<file path="src/hdl/tmff_pkg.sv">
// ----------------------------------------------------------------------------
// tmff_pkg
// Geometry constants, request codes, cell position types and the neighbor
// step interface.
// ----------------------------------------------------------------------------
package tmff_pkg;

	localparam int MAX_COLS   = 128;
	localparam int MAX_ROWS   = 128;
	localparam int TILE_BITS  = 8;

	localparam int COL_W      = $clog2(MAX_COLS);
	localparam int ROW_W      = $clog2(MAX_ROWS);
	localparam int CELL_TOTAL = MAX_COLS * MAX_ROWS;
	localparam int ADDR_W     = $clog2(CELL_TOTAL);
	localparam int CNT_W      = $clog2(CELL_TOTAL + 1);
	localparam int CFG_W      = 8;

	// request kinds
	typedef enum logic [1:0] {
		KIND_SET   = 2'd0,
		KIND_FILL  = 2'd1,
		KIND_READ  = 2'd2,
		KIND_CLEAR = 2'd3
	} kind_t;

	// configuration register indexes
	typedef enum logic [1:0] {
		CFG_MAP_COLS = 2'd0,
		CFG_MAP_ROWS = 2'd1
	} cfg_reg_t;

	typedef struct packed {
		logic [ROW_W-1:0] row;
		logic [COL_W-1:0] col;
	} pos_t;

	// neighbor visiting order of the fill walk
	typedef enum logic [1:0] {
		NB_RIGHT = 2'd0,
		NB_LEFT  = 2'd1,
		NB_DOWN  = 2'd2,
		NB_UP    = 2'd3
	} nb_dir_t;

	typedef struct packed {
		logic              ok;
		pos_t              pos;
		logic [ADDR_W-1:0] addr;
	} nbr_t;

	// row-major cell address
	function automatic logic [ADDR_W-1:0] cell_addr(input pos_t p);
		return ADDR_W'(int'(p.row) * MAX_COLS + int'(p.col));
	endfunction

endpackage

</file>
<file path="src/hdl/tmff_nbr.sv">
// ----------------------------------------------------------------------------
// tmff_nbr
// Neighbor step unit: one 4-way neighbor of a cell, its bounds check and its
// grid address. Shared by every step of the fill walk.
// ----------------------------------------------------------------------------
module tmff_nbr (
	input  tmff_pkg::pos_t                 cur,
	input  tmff_pkg::nb_dir_t              dir,
	input  logic [tmff_pkg::CFG_W-1:0]     eff_cols,
	input  logic [tmff_pkg::CFG_W-1:0]     eff_rows,
	output tmff_pkg::nbr_t                 nbr
);

	tmff_pkg::pos_t npos;
	logic           nok;

	always_comb begin
		npos = cur;
		nok  = 1'b0;
		case (dir)
			tmff_pkg::NB_RIGHT: begin
				nok      = (int'(cur.col) + 1) < int'(eff_cols);
				npos.col = cur.col + 1'b1;
			end
			tmff_pkg::NB_LEFT: begin
				nok      = (cur.col != '0);
				npos.col = cur.col - 1'b1;
			end
			tmff_pkg::NB_DOWN: begin
				nok      = (int'(cur.row) + 1) < int'(eff_rows);
				npos.row = cur.row + 1'b1;
			end
			tmff_pkg::NB_UP: begin
				nok      = (cur.row != '0);
				npos.row = cur.row - 1'b1;
			end
			default: begin
				nok = 1'b0;
			end
		endcase
	end

	assign nbr.ok   = nok;
	assign nbr.pos  = npos;
	assign nbr.addr = tmff_pkg::cell_addr(npos);

endmodule

</file>
<file path="config.mk">
export PLATFORM = sky130hd
export DESIGN_NAME = tmff_nbr
export DESIGN_NICKNAME = d
export VERILOG_FILES = /design/src/hdl/tmff_pkg.sv /design/src/hdl/tmff_nbr.sv
export SDC_FILE = /design/constraint.sdc
export NUM_CORES = 1
export LEC_CHECK = 0
export ABC_AREA = 1
export BUFFER_PORTS_ARGS = -buffer_cell sky130_fd_sc_hd__buf_2
export CAP_MARGIN = 20
export CORE_MARGIN = 2
export CORE_UTILIZATION = 40
export DETAILED_ROUTE_END_ITERATION = 8
export GPL_TIMING_DRIVEN = 0
export PLACE_DENSITY = 0.65
export SYNTH_ARGS = -nofsm -noshare
export SYNTH_HDL_FRONTEND = slang
export SYNTH_SLANG_ARGS = --single-unit
</file>
<file path="constraint.sdc">
create_clock -name vclk -period 4.4
set_clock_uncertainty 0.05 [all_clocks]
set_input_delay 1.32 -clock vclk [all_inputs]
set_output_delay 1.32 -clock vclk [all_outputs]
set_load 0.02 [all_outputs]
</file>
* Word-level counts from Yosys, hierarchy flattened
Index checks and enable logic that the tools add are counted. W data, S select, Z words.
Storage, ports and cells: output and inout bits 29, bits of input ports 32, bits in registers 0, logic and storage cells 18
Operators by class: order comparisons 2, $add $sub $neg 7, muxes and demuxes 3, equality and inequality tests 3, reductions and logical operators 3
Operator list (count):
- $pmux W7 S2 | 2
- $add A7 B1 Y8 const B | 2
- $lt A8 B8 Y1 | 2
- $add A14 B7 Y14 | 1
- $add A7 B1 Y7 const B | 2
- $reduce_bool A7 Y1 | 2
- $sub A7 B1 Y7 const B | 2
- $eq A2 B2 Y1 const B | 2
- $pmux W1 S4 | 1
- $eq A2 B1 Y1 const B | 1
- $logic_not A2 Y1 | 1

* Longest topological paths before layout
depth after elaboration 3, mapped depth 15, gate-level depth less buffers 14

* Worst setup path before layout
Ideal clock, no wire load.
path kind input -> output, start point in dir[1], end point out nbr[18] (netlist name), stages on the path 12, data required time 3.030 ns, arrival time 3.171 ns, path buffers 2, slack -0.141 ns, cells stage by stage buf_6 > inv_4 > nand2_2 > inv_1 > ha_1 > nand2_1 > nand2_1 > o21bai_1 > nand2_1 > nand2_1 > o21ai_0 > buf_4
RTL lines:
- start, declared | line tmff_nbr.sv:8 | input tmff_pkg::nb_dir_t dir,
- end, declared | line tmff_nbr.sv:11 | output tmff_pkg::nbr_t nbr

* Final worst setup path
start point in cur[8] (netlist name), end point out nbr[28] (netlist name)
Between the ends: word-level cells in the longest chain between the ends 3, elaborated cells between the ends (all ways) 4, classes of those cells add/sub (1); order compare (1); mux (1); reduce/logical (1)
Ends and longest elaborated chain:
- start, declared | line tmff_nbr.sv:7 | input tmff_pkg::pos_t cur,
- $add A7 B1 Y8 | line tmff_nbr.sv:30 | nok = (int'(cur.row) + 1) < int'(eff_rows);
- $lt A8 B8 Y1 | line tmff_nbr.sv:30
- $pmux W1 S4 (*) | line tmff_nbr.sv:20 | case (dir)
Mark *: on every way between the ends. The rest lies on a longest branch, timed or not.

==> run metrics <==
status=finished clean; Synth Area in Compound Gates=under 10%; Initial Util=42.3%; Final Hold Fails=0; Most Frequent Cell on Critical Path=nand2_1; Core ar.=3740 µm²; post-DP HPWL=3040 µm; layout cells sized above 1=28.5%; Seq/Total Area, Yosys=0%; sequential cell count=0; final WL=3600 µm; simple-gate share of the synthesized area=37.5%; clock buffer count=0; power density cells=129 nW/µm²; synthesized net count=~350; PnR worst setup slack=0.0692 ns; FMAX=around 230 MHz; XOR/XNOR Fraction of Synth Area=6.64%; hold_sp=cur[7]; Area growth syn-to-layout=29.4%; Nets=a little over 400; worst path cell trace=buf_6 > ha_4 > nand3_4 > nor2_1 > nand2_1 > xor2_1 > inv_1 > ha_1 > nand2_1 > inv_1 > nand2_1 > nand3_2 > nor2_2 > nand2_1 > nand3_1 > buf_4 > buf_6; Total Routing Usage GR=between 10% and 20%; grt met2 use=32.4%; mux contribution to synthesized area=0%; delay of the slowest critical-path stage=0.26 ns; busiest grt layer=met2; # IOs=61; Syn Area/Cell=5.60 µm²; Hold WC Path Type=in -> out; initial antenna violation count=0; Netlist cell types=25; TritonRoute pass-1 iters=4; Cell Area, Synth=1580 µm²; PortBufs=60; RSZ-0062 raised after global routing=true; Crit Path Max Fanout=5; Final Setup Violations=0; Via Count=1768; setup TNS=0 ns; worst slew pin tran=between 0.2 and 0.25 ns; Slew headroom=roughly 85%; MaxCap Viol Count=0; required time of the critical path=3.03 ns; Post-DP Area=between 1500 and 2000 µm²; leakage power=between 0.001 and 0.0015 µW; design area=between 2000 and 2500 µm²; full die area=4480 µm²; largest net degree at the start of global routing=11; CP delay by family, top=simple AND/OR/NAND/NOR gates; Crit Path Class=in -> out; Starting DRT DRC Count=47; Tmin final=about 4.3 ns; pre-CTS WS=-0.116 ns; met3 Use GR=0.338%; Max IR drop VDD=0.0000771 V; Routed Antenna Nets=0; FP Rows=22; routability congestion estimate=0.827; worst hold stages=3; Buf+Inv Stages, Crit Path=5; register area=0 µm²; Yosys Warn Count=0; WHS Endpoint=nbr[7]; fin. max-slew vios=0; Setup crit end kind=output port; Synth Instances=approximately 280; fin crit share=between 90% and 100%; Routed wire per std cell=9.18 µm; Die Width=approximately 67 µm; GR Overflow Total=0; first-pass GRT wire length=6170 µm; M1 GR Usage=22.0%; DRC Markers=0; area share of fa/ha/maj cells after synthesis=between 20 and 25%; slowest CP cell=ha_1; Arr. time, crit path=2.96 ns; Die Y=66.9 µm; Critical Path Start Type=primary input; number of vias per cell=4.51; # diodes=0; hold_buf cts=0; largest family of logic cells by synthesized area=simple AND/OR/NAND/NOR gates; vias in the first global route=1532
## tightest hold or removal path, stage by stage
cell and delay (ns):
buf_8 0.10, xor2_1 0.08, buf_2 0.15
## cells in the mapped netlist
cell	count	area, µm²
a21oi_1	10	50.1
and3_1	1	6.26
buf_2	2	10.0
buf_4	15	113
buf_6	2	22.5
fa_1	2	40.0
ha_1	28	350
inv_1	60	225
inv_2	1	3.75
inv_4	1	6.26
nand2_1	88	330
nand2_2	4	25.0
nand3_1	22	110
nand3_2	1	10.0
nand4_1	5	31.3
nor2_1	15	56.3
nor3_1	1	5.00
nor3b_1	1	7.51
nor3b_2	1	12.5
o21a_1	1	7.51
o21ai_0	6	30.0
o21bai_1	1	7.51
o22ai_1	3	18.8
xnor2_1	1	8.76
xor2_1	11	96.3
## repair_timing
item,CTS,global route
gates resized for setup,5,16
setup buffers,0,1
pin swaps,0,4
setup endpoints to repair,1,7
## worst max path at each step
| stage | startpoint | endpoint | slack [ns] | cells after the start |
|---|---|---|---|---|
| 6_report | cur[8] | nbr[28] | 0.07 | 17 |
| 5_1_grt | cur[8] | nbr[28] | -0.1 | 17 |
| 4_1_cts | cur[7] | nbr[28] | 0.003 | 16 |
| 3_5_place_dp | cur[7] | nbr[28] | -0.12 | 16 |
| 3_3_place_gp | cur[7] | nbr[28] | -0.1 | 16 |
| 2_1_floorplan | dir[1] | nbr[18] | 0.06 | 12 |
## kinds of logic (layout without fill, tap and decap cells)
group | after synthesis | count (layout)
AND/OR/NAND/NOR | 139 | 139
AO/OA/AOI/OAI | 21 | 21
adder cells (fa/ha/maj) | 30 | 30
buffers and inverters | 81 | 142
XOR/XNOR | 12 | 12
## final cells by class
cell class	count	area [µm²]
Multi-Input combinational cell	202	1280
Tap cell	48	60.1
Fill cell	406	1690
Buffer	19	145
Inverter	62	238
Timing Repair Buffer	61	330
## per-stage QoR
| step | utilization (%) | power [µW] | hold WS (ns) | instances |
|---|---|---|---|---|
| detailed placement | 51.9 | 253 | 2.97 | 391 |
| global route | 54.7 | 299 | 2.94 | 392 |
| CTS | 52.5 | 256 | 2.97 | 391 |
| floorplan | - | 180 | 2.73 | 283 |
| global placement | 51.9 | 250 | 2.98 | 391 |
| finish | 54.7 | 264 | 2.92 | 392 |
## power breakdown
part	leakage [µW]	internal (µW)	switching (µW)	total [µW]
Sequential	0	0	0	0
Combinational	0.00131	112	152	264
Clock	0	0	0	0
Total	0.00131	112	152	264
## layer usage
metal	vias to the layer above	share of wire, %
li1	981	-
met4	0	0
met3	0	4.8
met1	744	47
met5	-	0
met2	43	49
## cells in the final DEF (no fill, tap or decap), types with 2 or more instances in the layout
cell type and n:
buf_2 59, o22ai_1 3, a21oi_1 10, inv_2 2, nand2_2 4, nand3_1 20
nor2_1 13, nand2_1 88, buf_4 16, xor2_1 11, nand3_2 2, buf_6 4
o21ai_0 5, fa_1 2, ha_4 4, inv_1 58, ha_1 24, inv_4 2
nand4_1 5, nor2_2 2
(Power assumes the default switching activity.)
